$ cat src/fse_pkg.sv
package fse_pkg;

  localparam logic [1:0] KIND_FMT  = 2'd0;
  localparam logic [1:0] KIND_STR  = 2'd1;
  localparam logic [1:0] KIND_NULL = 2'd2;
  localparam logic [1:0] KIND_END  = 2'd3;

  localparam logic [7:0] CH_PCT   = 8'h25;
  localparam logic [7:0] CH_MINUS = 8'h2d;
  localparam logic [7:0] CH_ZERO  = 8'h30;
  localparam logic [7:0] CH_LOWA  = 8'h61;
  localparam logic [7:0] CH_D     = 8'h64;
  localparam logic [7:0] CH_S     = 8'h73;
  localparam logic [7:0] CH_X     = 8'h78;
  localparam logic [7:0] CH_NUL   = 8'h00;

  localparam logic [2:0] NULL_LAST = 3'd5;

  typedef enum logic [5:0] {
    S_IDLE   = 6'b000001,
    S_CHAR   = 6'b000010,
    S_SIGN   = 6'b000100,
    S_DIGITS = 6'b001000,
    S_NULL   = 6'b010000,
    S_COUNT  = 6'b100000
  } state_t;

  typedef enum logic [2:0] {
    CV_IDLE  = 3'b001,
    CV_SHIFT = 3'b010,
    CV_OUT   = 3'b100
  } conv_state_t;

  // one digit offered by the converter
  typedef struct packed {
    logic       valid;
    logic [3:0] digit;
    logic       last;
  } dig_t;

  function automatic logic [7:0] hex_char(input logic [3:0] d);
    logic [7:0] w;
    w = {4'h0, d};
    if (d < 4'd10) begin
      hex_char = CH_ZERO + w;
    end else begin
      hex_char = CH_LOWA + w - 8'd10;
    end
  endfunction

  function automatic logic [7:0] null_char(input logic [2:0] idx);
    case (idx)
      3'd0:    null_char = 8'h28;
      3'd1:    null_char = 8'h6e;
      3'd2:    null_char = 8'h75;
      3'd3:    null_char = 8'h6c;
      3'd4:    null_char = 8'h6c;
      3'd5:    null_char = 8'h29;
      default: null_char = 8'h00;
    endcase
  endfunction

endpackage

$ cat src/fse_conv.sv
module fse_conv #(
  parameter int ARG_WIDTH = 32
) (
  input  logic                 clk,
  input  logic                 rst,
  input  logic                 start,
  input  logic                 is_hex,
  input  logic [ARG_WIDTH-1:0] mag,
  input  logic                 take,
  output fse_pkg::dig_t        dig
);

  localparam int NDIG = (ARG_WIDTH * 30103) / 100000 + 1;
  localparam int DW   = NDIG * 4;
  localparam int CW   = $clog2(ARG_WIDTH + 1);
  localparam int LW   = $clog2(NDIG + 1);

  fse_pkg::conv_state_t state;
  logic [ARG_WIDTH-1:0] bits;
  logic [CW-1:0]        cnt;
  logic [DW-1:0]        digs;
  logic [DW-1:0]        adj;
  logic [LW-1:0]        left;
  logic                 seen;
  logic [3:0]           top;
  logic                 show;

  // add-3 correction per bcd digit before each shift
  always_comb begin
    for (int i = 0; i < NDIG; i++) begin
      adj[4*i +: 4] = (digs[4*i +: 4] >= 4'd5) ? digs[4*i +: 4] + 4'd3 : digs[4*i +: 4];
    end
  end

  assign top  = digs[DW-1 -: 4];
  assign show = seen || (top != 4'd0) || (left == LW'(1));

  assign dig.valid = (state == fse_pkg::CV_OUT) && show;
  assign dig.digit = top;
  assign dig.last  = (left == LW'(1));

  always_ff @(posedge clk) begin
    if (rst) begin
      state <= fse_pkg::CV_IDLE;
    end else begin
      case (state)
        fse_pkg::CV_IDLE: begin
          if (start) begin
            bits <= mag;
            cnt  <= CW'(ARG_WIDTH);
            left <= LW'(NDIG);
            seen <= 1'b0;
            if (is_hex) begin
              digs  <= {{(DW-ARG_WIDTH){1'b0}}, mag};
              state <= fse_pkg::CV_OUT;
            end else begin
              digs  <= '0;
              state <= fse_pkg::CV_SHIFT;
            end
          end
        end
        fse_pkg::CV_SHIFT: begin
          digs <= {adj[DW-2:0], bits[ARG_WIDTH-1]};
          bits <= bits << 1;
          cnt  <= cnt - CW'(1);
          if (cnt == CW'(1)) begin
            state <= fse_pkg::CV_OUT;
          end
        end
        fse_pkg::CV_OUT: begin
          // leading zeros are skipped one digit per cycle
          if (!show || take) begin
            digs <= digs << 4;
            left <= left - LW'(1);
            seen <= seen | show;
            if (left == LW'(1)) begin
              state <= fse_pkg::CV_IDLE;
            end
          end
        end
        default: state <= fse_pkg::CV_IDLE;
      endcase
    end
  end

endmodule

$ cat src/format_string_engine.sv
// streaming printf-style formatter
// input channel (in_valid/in_ready) carries kind, char_byte and int_arg; each
// request yields zero or more characters on the output channel
// (out_valid/out_ready), one per transfer, with last set on the final one.
// a request is taken only while the sequencer is idle; it then works on that
// one request until its last result sits in the output register.
// plain characters, "%%" and string bytes: the request moves the sequencer to
// S_CHAR, which loads the result into the output register when it can accept.
// "(null)": six results, one per cycle unless the receiver stalls. a request
// with no result leaves the sequencer idle. %x: digit positions are walked in
// turn, leading zeros included; there are floor(ARG_WIDTH*log10(2))+1 positions.
// %d: bit-serial binary to bcd conversion over all ARG_WIDTH bits, then each
// digit position in turn, leading zeros included; a leading '-' overlaps
// the conversion.
// an end request emits a pending '%' and then the saturating character count,
// after which state, pending flag, string mode and count return to reset values.
// rst (synchronous) clears the sequencer, flags, counter and output valid.
// when the receiver stalls, the output register holds and the sequencer waits;
// a new request is still taken while a finished result waits to be taken.
module format_string_engine #(
  parameter int ARG_WIDTH = 32
) (
  input  logic                        clk,
  input  logic                        rst,
  input  logic                        in_valid,
  output logic                        in_ready,
  input  logic [1:0]                  kind,
  input  logic [7:0]                  char_byte,
  input  logic signed [ARG_WIDTH-1:0] int_arg,
  output logic                        out_valid,
  input  logic                        out_ready,
  output logic [7:0]                  out_char,
  output logic                        is_count,
  output logic [31:0]                 char_count,
  output logic                        last
);

  fse_pkg::state_t state;
  logic            pending;
  logic            smode;
  logic [31:0]     total;
  logic [7:0]      ch;
  logic            end_after;
  logic [2:0]      nidx;

  logic                 accept;
  logic                 can_push;
  logic                 push;
  logic                 fire;
  logic [7:0]           pch;
  logic                 plast;
  logic                 pcount;
  logic                 conv_start;
  logic                 conv_hex;
  logic [ARG_WIDTH-1:0] arg_u;
  logic [ARG_WIDTH-1:0] conv_mag;
  fse_pkg::dig_t        dig;

  assign in_ready = (state == fse_pkg::S_IDLE);
  assign accept   = in_valid && in_ready;
  assign can_push = !out_valid || out_ready;

  assign arg_u      = int_arg;
  assign conv_hex   = (char_byte == fse_pkg::CH_X);
  assign conv_start = accept && (kind == fse_pkg::KIND_FMT) && pending
                      && ((char_byte == fse_pkg::CH_D) || conv_hex);
  assign conv_mag   = (conv_hex || !arg_u[ARG_WIDTH-1]) ? arg_u : (~arg_u + ARG_WIDTH'(1));

  fse_conv #(.ARG_WIDTH(ARG_WIDTH)) u_conv (
    .clk    (clk),
    .rst    (rst),
    .start  (conv_start),
    .is_hex (conv_hex),
    .mag    (conv_mag),
    .take   (fire && (state == fse_pkg::S_DIGITS)),
    .dig    (dig)
  );

  always_comb begin
    push   = 1'b0;
    pch    = fse_pkg::CH_NUL;
    plast  = 1'b0;
    pcount = 1'b0;
    case (state)
      fse_pkg::S_CHAR: begin
        push  = 1'b1;
        pch   = ch;
        plast = !end_after;
      end
      fse_pkg::S_SIGN: begin
        push = 1'b1;
        pch  = fse_pkg::CH_MINUS;
      end
      fse_pkg::S_DIGITS: begin
        push  = dig.valid;
        pch   = fse_pkg::hex_char(dig.digit);
        plast = dig.last;
      end
      fse_pkg::S_NULL: begin
        push  = 1'b1;
        pch   = fse_pkg::null_char(nidx);
        plast = (nidx == fse_pkg::NULL_LAST);
      end
      fse_pkg::S_COUNT: begin
        push   = 1'b1;
        pcount = 1'b1;
        plast  = 1'b1;
      end
      default: push = 1'b0;
    endcase
  end

  assign fire = push && can_push;

  // output register
  always_ff @(posedge clk) begin
    if (rst) begin
      out_valid <= 1'b0;
    end else if (fire) begin
      out_valid  <= 1'b1;
      out_char   <= pch;
      is_count   <= pcount;
      char_count <= pcount ? total : 32'd0;
      last       <= plast;
    end else if (out_ready) begin
      out_valid <= 1'b0;
    end
  end

  always_ff @(posedge clk) begin
    if (rst) begin
      state     <= fse_pkg::S_IDLE;
      pending   <= 1'b0;
      smode     <= 1'b0;
      total     <= 32'd0;
      end_after <= 1'b0;
    end else begin
      if (fire && !pcount && (total != 32'hffff_ffff)) begin
        total <= total + 32'd1;
      end
      case (state)
        fse_pkg::S_IDLE: begin
          if (accept) begin
            end_after <= (kind == fse_pkg::KIND_END) && pending;
            nidx      <= 3'd0;
            ch        <= (kind == fse_pkg::KIND_END) ? fse_pkg::CH_PCT : char_byte;
            case (kind)
              fse_pkg::KIND_FMT: begin
                smode <= pending && (char_byte == fse_pkg::CH_S);
                if (pending) begin
                  pending <= 1'b0;
                  if (char_byte == fse_pkg::CH_D) begin
                    state <= arg_u[ARG_WIDTH-1] ? fse_pkg::S_SIGN : fse_pkg::S_DIGITS;
                  end else if (conv_hex) begin
                    state <= fse_pkg::S_DIGITS;
                  end else if (char_byte == fse_pkg::CH_PCT) begin
                    state <= fse_pkg::S_CHAR;
                  end
                end else if (char_byte == fse_pkg::CH_PCT) begin
                  pending <= 1'b1;
                end else begin
                  state <= fse_pkg::S_CHAR;
                end
              end
              fse_pkg::KIND_STR: begin
                if (smode) begin
                  if (char_byte == fse_pkg::CH_NUL) begin
                    smode <= 1'b0;
                  end else begin
                    state <= fse_pkg::S_CHAR;
                  end
                end
              end
              fse_pkg::KIND_NULL: begin
                if (smode) begin
                  smode <= 1'b0;
                  state <= fse_pkg::S_NULL;
                end
              end
              fse_pkg::KIND_END: begin
                // a lone '%' goes out ahead of the count
                if (pending) begin
                  state <= fse_pkg::S_CHAR;
                end else begin
                  state <= fse_pkg::S_COUNT;
                end
              end
              default: state <= fse_pkg::S_IDLE;
            endcase
          end
        end
        fse_pkg::S_CHAR: begin
          if (fire) begin
            state <= end_after ? fse_pkg::S_COUNT : fse_pkg::S_IDLE;
          end
        end
        fse_pkg::S_SIGN: begin
          if (fire) begin
            state <= fse_pkg::S_DIGITS;
          end
        end
        fse_pkg::S_DIGITS: begin
          if (fire && dig.last) begin
            state <= fse_pkg::S_IDLE;
          end
        end
        fse_pkg::S_NULL: begin
          if (fire) begin
            nidx <= nidx + 3'd1;
            if (nidx == fse_pkg::NULL_LAST) begin
              state <= fse_pkg::S_IDLE;
            end
          end
        end
        fse_pkg::S_COUNT: begin
          if (fire) begin
            pending <= 1'b0;
            smode   <= 1'b0;
            total   <= 32'd0;
            state   <= fse_pkg::S_IDLE;
          end
        end
        default: state <= fse_pkg::S_IDLE;
      endcase
    end
  end

endmodule

$ cat config.mk
export PLATFORM = sky130hd
export DESIGN_NAME = format_string_engine
export DESIGN_NICKNAME = d
export VERILOG_FILES = /design/src/fse_pkg.sv /design/src/fse_conv.sv /design/src/format_string_engine.sv
export SDC_FILE = /design/constraint.sdc
export NUM_CORES = 1
export LEC_CHECK = 0
export BUFFER_PORTS_ARGS = -buffer_cell sky130_fd_sc_hd__buf_2
export CAP_MARGIN = 10
export CORE_ASPECT_RATIO = 0.5
export CORE_MARGIN = 4
export CORE_UTILIZATION = 45
export DETAILED_ROUTE_END_ITERATION = 8
export PLACE_DENSITY = 0.69
export REMOVE_ABC_BUFFERS = 1
export SKIP_CTS_REPAIR_TIMING = 1
export SYNTH_ARGS = -nofsm -noshare
export SYNTH_HDL_FRONTEND = slang
export SYNTH_HIERARCHICAL = 1
export SYNTH_SLANG_ARGS = --single-unit
$ cat constraint.sdc
create_clock -name clk -period 16.47 [get_ports clk]
set_input_delay 0.8235 -clock clk [delete_from_list [all_inputs] [get_ports clk]]
set_output_delay 0.8235 -clock clk [all_outputs]
set_load 0.02 [all_outputs]
# After elaboration in Yosys (flattened, before gate mapping)
# Index checks and enable logic that the tools add are counted.
[word_totals]
word_cells = 214
in_bits = 46
out_inout_bits = 44
regBits = 181
[op_classes]
n_mux = 76
addsub = 18
n_eq_ne = 42
n_lt_le_gt_ge = 11
bitwise_logic = 3
reduce_logical = 46
[op_table]
columns = ["op", "n"]
rows = [
  ["$mux 32", 6],
  ["$pmux 40 s3", 1],
  ["$mux 6", 18],
  ["$mux 40", 2],
  ["$add 32x1->32 const B", 2],
  ["$pmux 32 s2", 1],
  ["$mux 4", 12],
  ["$ge 4x3->1 const B", 10],
  ["$add 4x2->4 const B", 9],
  ["$pmux 6 s6", 1],
  ["$pmux 7 s5", 1],
  ["$ne 32x32->1 const B", 1],
  ["$not 32->32", 1],
  ["$pmux 8 s4", 1],
  ["$eq 8x7->1 const B", 3],
  ["$mux 3", 8],
  ["$pmux 6 s4", 1],
  ["$reduce_and 4->1", 6],
  ["$ne 2x2->1 const B", 8],
  ["$mux 1", 13],
  ["$eq 6x1->1 const B", 2],
  ["$logic_and 1x1->1", 12],
  ["$pmux 6 s2", 1],
  ["$reduce_and 12->1", 1],
  ["other kinds (46)", 75],
]

# Longest topological paths before layout
# Gate-level depths: netlist of the first run.
[logic_depth]
ltp_word = 11
ltp_mapped = 11
mapped_depth_nobuf = 9

# Modules after synthesis
# Netlist of the first run, hierarchy kept.
[modules_own_cells]
columns = ["module", "instances", "cells_each", "seq_area_each_um2", "area_each_um2"]
rows = [
  ["format_string_engine", 1, 595, 2432.3, 5526.6],
  ["fse_conv", 1, 472, 2552.4, 4892.2],
]

# Least setup slack after synthesis of the first run
# OpenSTA, ideal clock, no wires.
[synth_path]
path_kind = "register -> register"
from = "register state[2] (netlist name)"
to = "register u_conv.bits[0] (enable)"
n_path_buf = 1
setup_ps = 491
stages_incl_launch_ff = 9
path_slack_ps = 11040
arrival_ps = 4939
period_less_slack_ps = 5430
required_time_ps = 15979
cell_sequence = "dfxtp_1 buf_6 nor4_1 nand2_1 clkinv_1 nand3_1 a211oi_1 nand3b_1 a211oi_1"
[synth_rtl]
columns = ["element", "line_no", "text"]
rows = [
  ["end signal: assignment", "fse_conv.sv:49", "bits <= mag;"],
  ["end signal: assignment", "fse_conv.sv:64", "bits <= bits << 1;"],
  ["end: declaration", "fse_conv.sv:19", "logic [ARG_WIDTH-1:0] bits;"],
]

==> results_dict.tcl, run 1 <==
set metrics [dict create \
    seqPwrFrac_pct 47.9 \
    hp-start "total[29]$_SDFF_PP0_" \
    p_sw_uw 284 \
    arrival_ns 4.02 \
    layout.nets 1210 \
    cts_made_buffers 17 \
    place_hpwl_mm 16.5 \
    cts_tree "done" \
    period_needed_ns 3.97 \
    diodes 0 \
    tightest_slew_ns 1.20 \
    yosysTopAreaCellShare_pct 39.2 \
    die_h_um 116 \
    reg2reg_depth 9 \
    r2r_start "state[2]$_SDFFE_PP0P_" \
    yosysTopAreaCell "edfxtp_1" \
    final_cells 1448 \
    antenna_found_initial 0 \
    grt_pass1_wl_mm 38.1 \
    cts_num_sinks 181 \
    min_to "total[29]$_SDFF_PP0_" \
    synth_seq_area_share_pct 47.8 \
    drtIter0Drc 710 \
    maxCapViolations 0 \
    dp_cells 1416 \
    cts_buffer_depth 2 \
    cpPeakStageDelay_ns 0.90 \
    p_leak_uw 0.00437 \
    wl_mm 23.2 \
    core_mm2 0.0228 \
    hold_viol 0 \
    hold_depth 2 \
    insertion_delay_ns 0.44 \
    avgRoutedWirePerCell_um 16.1 \
    worst-path-max-fanout 40 \
    io_pins 90 \
    setup_viol 0 \
    run_status "finished clean" \
    ant_nets 0 \
    finish.instance_area_mm2 0.0116 \
    vias 8148 \
    grt.overflow.total 0 \
    p_int_uw 791 \
    ys.flop_type "edfxtp_1" \
    rsz0062_at_grt "no" \
    async_flop_share_pct 0 \
    powerDensity_mw_per_mm2 92.4 \
    combPwrFrac_pct 13.2 \
    slew_headroom_pct 20.1 \
    tns_ns 0 \
    drive_gt1_share_pct 14.5 \
    yosys_warnings 6 \
    avgSynthCellArea_um2 9.76 \
    p_clk_share_pct 38.9 \
    dieWidth_um 223 \
    grtUsageTotal_pct 18.2 \
    timing.final.crit_share_pct 24.1 \
    startpoint_type "register" \
    synth-seq-cells 181 \
    drv_slew 0 \
    cp.required_ns 16.52 \
    crit_path_frequent_cell "nand2_1" \
    num_rows 39 \
    swShare_pct 26.4 \
    critPathSlowestCell "nor2_4" \
    hold_path_class "register to register" \
    die_area_mm2 0.0258 \
    syn_inst 1067 \
    yosys.cell_types.count 81 \
    max_freq_ghz 0.252 \
    synth_area_leaders "edfxtp_1 (39%), dfxtp_1 (8.6%), nand2_1 (6.0%)" \
    placed_cell_area_mm2 0.0110 \
    peakVddDrop_uv 61.2 \
    clk_pin_slew_ns 0.06 \
    ff2ff_setup_slack_ns 12.50 \
    syn2layout_area_growth_pct 11.7 \
    root_buffer "clkbuf_16" \
    netlist_area_mm2 0.0104 \
    r2r_end "u_conv/digs[3]$_DFFE_PP_" \
    start_util_pct 45.7 \
    grt_max_degree 74 \
    path_class "register to register" \
    port_buffers 89 \
    grt_pass1_vias 7644 \
    vias_per_cell 5.63 \
    drtPass1Iterations 5 \
    worstSetupStartpoint "state[2]$_SDFFE_PP0P_" \
    cts-htree-levels 4 \
    path_cells "nor4_1 > nand2_1 > clkinv_1 > nand3_1 > a211oi_1 > nor4b_1 > nor2_1 > nand2_1 > nor2_4" \
    final_util_pct 51.1 \
    finalClockSkew_ns 0.0136 \
    drc_errors 0 \
    critPathCaptureType "register" \
    synth_edf_count 136 \
    gp_congestion 0.887 \
]
==> stage by stage <==
stage | total power, uW | setup slack (ns) | hold WS [ns]
5_1_grt | 1120 | 12.17 | 0.524
6_report | 1070 | 12.50 | 0.491
2_1_floorplan | 617 | 11.05 | 0.454
3_5_place_dp | 665 | 12.43 | 0.481
4_1_cts | 1080 | 12.53 | 0.491
3_3_place_gp | 661 | 12.51 | 0.469
==> synth_stat cells (4+ instances only) <==
master    count
a211oi_1      4
or2_2         5
clkbuf_1     18
a31oi_1       4
nor2b_1      11
xor2_1       20
mux2i_1       4
edfxtp_1    136
a221o_1      14
a22oi_1      16
o211ai_1      8
ha_1         36
nand4_1      15
nand3_1      27
nor4b_1       7
nor2_1       55
nand3b_1      7
nand2_1     166
nand2b_1     14
mux2_2        8
o22ai_1       7
nor3b_1       7
dfxtp_1      45
buf_4         6
buf_2        20
or4_1        14
and3_1       38
xnor2_1      39
nor3_1       16
inv_1        47
nor4_1        5
o31ai_1      11
or3_1        24
o21ai_0      56
and2_1        4
o41ai_1       4
or3b_2        7
o221ai_1      4
buf_6         7
a21oi_1      77
==> worst max-delay path, delay by kind of cell, from the launching register on <==
kind	cells	cell delay, ns
AOI/OAI and AO/OA	1	0.35
buffers and inverters	1	0.25
DFF	1	0.44
and+or+nand+nor	7	2.52
==> worst max path at each step <==
stage / end
2_1_floorplan: u_conv/bits[0]$_SDFFCE_PP0P_
3_3_place_gp: u_conv/digs[19]$_DFFE_PP_
3_5_place_dp: u_conv/digs[11]$_DFFE_PP_
4_1_cts: u_conv/digs[11]$_DFFE_PP_
5_1_grt: u_conv/digs[13]$_DFFE_PP_
6_report: u_conv/digs[3]$_DFFE_PP_
==> state kept, by name, summed over array words and instances, names as in the netlist, 4 cells and up <==
signal       cells
ch               8
char_count      32
out_char         8
state            6
total           32
u_conv/bits     32
u_conv/cnt       6
u_conv/digs     40
u_conv/left      4
==> final cells by class <==
class / instances / area (um2)
fill: 2074 / 11200
sequential: 181 / 4980
multi-input combinational: 782 / 4970
timing repair buffer: 97 / 505
clock buffer: 22 / 485
tap: 307 / 384
inverter: 49 / 184
clock inverter: 10 / 118
==> layer usage <==
metal	routed length [um]	up-vias	global-route usage [%]	share of wire (%)
met1	10800	3878	23.7	46
met3	1360	28	4.18	5.8
met2	10800	215	30.5	46
met4	372	0	5.83	1.6
li1	-	4027	-	-
met5	0	-	0	0
==> power by group through the flow <==
stage,clock [uW],sequential (uW),combinational [uW]
final,418,515,142
after global routing,445,516,155
after CTS,425,514,141
after detailed placement,0,524,141
after global placement,0,524,138
after floorplan,0,527,89.9
==> cells by family (layout without fill, tap and decap cells) <==
kind of cell / count (synthesis) / after routing / synth area share, %
muxes: 12 / 12 / 1.25
xor gates and xnor gates: 59 / 59 / 4.96
buffers and inverters: 104 / 178 / 4.73
DFF: 181 / 181 / 47.8
and+or+nand+nor: 444 / 444 / 22.6
adders and majority gates: 36 / 36 / 4.32
AOI/OAI and AO/OA: 231 / 231 / 14.3
==> cell usage in the layout (no fill, tap or decap), types with 36 or more instances in the layout <==
| cell | synthesis | layout |
|---|---|---|
| nand2_1 | 166 | 166 |
| edfxtp_1 | 136 | 136 |
| buf_2 | 20 | 89 |
| a21oi_1 | 77 | 77 |
| o21ai_0 | 56 | 56 |
| nor2_1 | 55 | 54 |
| inv_1 | 47 | 47 |
| dfxtp_1 | 45 | 45 |
| xnor2_1 | 39 | 39 |
| and3_1 | 38 | 38 |
| ha_1 | 36 | 36 |
Power figures use the tool's default switching activity.
==> run 2, diff against run 1 <==
Settings changed: PLACE_DENSITY 0.69 to 0.71.
Clock period 16.47 ns to 3.5 ns, I/O delays scaled along.
==> results_dict.tcl, run 2 (synthesized netlist as in run 1, its figures left out) <==
set metrics [dict create \
    cp-endpoint "total[10]$_SDFF_PP0_" \
    powerDensity_mw_per_mm2 421 \
    place_hpwl_mm 16.9 \
    drv_slew 0 \
    cp.required_ns 3.87 \
    layout.nets 1226 \
    setup_viol 0 \
    timing.final.crit_share_pct 89.6 \
    startpoint_type "register" \
    num_rows 39 \
    core_mm2 0.0228 \
    reg2reg_depth 10 \
    drtPass1Iterations 6 \
    grtUsageTotal_pct 18.8 \
    slew_headroom_pct 41.8 \
    cts_buffer_depth 2 \
    tightest_slew_ns 0.872 \
    r2r_end "total[10]$_SDFF_PP0_" \
    avgRoutedWirePerCell_um 16.3 \
    grt_max_degree 41 \
    die_area_mm2 0.0258 \
    ant_nets 0 \
    drc_errors 0 \
    tns_ns 0 \
    ff2ff_setup_slack_ns 0.36 \
    peakVddDrop_uv 266 \
    port_buffers 89 \
    hold_viol 0 \
    worst_slack_ns 0.363 \
    dieWidth_um 223 \
    grt_pass1_vias 8039 \
    critPathSlowestCell "or3b_2" \
    hold_path_class "primary input to register" \
    path_cells "inv_1 > ha_1 > or3b_2 > a21oi_1 > buf_4 > a22o_2 > nand4_2 > buf_4 > or3_1 > a21oi_1" \
    worst-path-max-fanout 27 \
    cts_tree "done" \
    run_status "finished clean" \
    final_common_cell "nand2_1" \
    cts_made_buffers 17 \
    syn2layout_area_growth_pct 12.5 \
    largest_reg_flops 40 \
    holdWs_ns 0.0844 \
    cpPeakStageDelay_ns 0.49 \
    critPathCaptureType "register" \
    path_class "register to register" \
    n_fill_cell 2104 \
    gp_congestion 0.950 \
    hold_depth 2 \
    vias_per_cell 5.70 \
    arrival_ns 3.51 \
    grt_pass1_wl_mm 39.5 \
    rsz0062_at_grt "no" \
    p_leak_uw 0.00443 \
    antenna_found_initial 1 \
    die_h_um 116 \
    finish.instance_area_mm2 0.0117 \
    drive_gt1_share_pct 15.9 \
    max_freq_ghz 0.319 \
    wl_mm 23.8 \
    vias 8351 \
    io_pins 90 \
    insertion_delay_ns 0.44 \
    start_util_pct 45.7 \
    grt.overflow.total 0 \
    cts-htree-levels 4 \
    drtIter0Drc 748 \
    finalClockSkew_ns 0.00854 \
    worstSetupStartpoint "u_conv/left[1]$_SDFFCE_PP1P_" \
    layout_common_cells "nand2_1 (166), edfxtp_1 (136), buf_2 (89)" \
    clk_pin_slew_ns 0.07 \
    maxCapViolations 0 \
    root_buffer "clkbuf_16" \
    placed_cell_area_mm2 0.0112 \
    top_register "u_conv/digs" \
    r2r_start "u_conv/left[1]$_SDFFCE_PP1P_" \
    cts_num_sinks 181 \
    period_needed_ns 3.14 \
    place_ws_ns 0.269 \
]
run 2: cell count changes in the layout (fill, tap and decap cells not counted), sizes merged:
| cell | change |
|---|---|
| bufinv | -2 |
| clkbuf | -4 |
| diode | +1 |
| buf | +16 |
| clkinv | +4 |
| inv | +2 |
run 2: routing by layer:
layer | vias to the layer above | GRT usage, % | wire length, um
li1 | 4065 | - | -
met1 | 4023 | 23.9 | 10600
met2 | 234 | 31.9 | 11400
met3 | 29 | 4.68 | 1400
met4 | 0 | 6.36 | 407
met5 | - | 0 | 0
run 2: critical path: cells and delay by family, from the launching register on:
kind | cells | cell delay (ns)
adder cells (fa/ha/maj) | 1 | 0.14
buffers and inverters | 3 | 0.65
flip-flops | 1 | 0.38
AO/OA/AOI/OAI | 3 | 0.57
AND/OR/NAND/NOR | 3 | 1.32
run 2: final cells by class:
cell class	instances	area (um2)	share of cell area, %
clock inverter	14	103	0.875
antenna	1	2.50	0.0214
multi-input combinational	782	4970	42.4
tap	307	384	3.28
inverter	49	184	1.57
clock buffer	18	439	3.75
timing repair buffer	113	651	5.55
sequential	181	4980	42.5
run 2: per-stage QoR:
step | std cells | util [%] | total power (uW)
2_1_floorplan | 1012 | - | 2900
3_3_place_gp | 1431 | 49.0 | 3160
3_5_place_dp | 1431 | 49.0 | 3180
4_1_cts | 1463 | 51.3 | 4970
5_1_grt | 1465 | 51.4 | 5170
6_report | 1465 | 51.4 | 4930
run 2: worst min-delay path by stage:
stage,startpoint,endpoint
2_1_floorplan,rst,end_after$_SDFFE_PP0P_
3_3_place_gp,total[29]$_SDFF_PP0_,total[29]$_SDFF_PP0_
3_5_place_dp,total[29]$_SDFF_PP0_,total[29]$_SDFF_PP0_
4_1_cts,char_byte[6],ch[6]$_SDFFCE_PN0P_
5_1_grt,char_byte[6],ch[6]$_SDFFCE_PN0P_
6_report,char_byte[6],ch[6]$_SDFFCE_PN0P_
run 2: where the power goes:
part	switching [uW]	leakage, uW	internal, uW
clock	858	0.000269	933
sequential	47.6	0.00163	2360
combinational	466	0.00253	267
total	1370	0.00443	3560
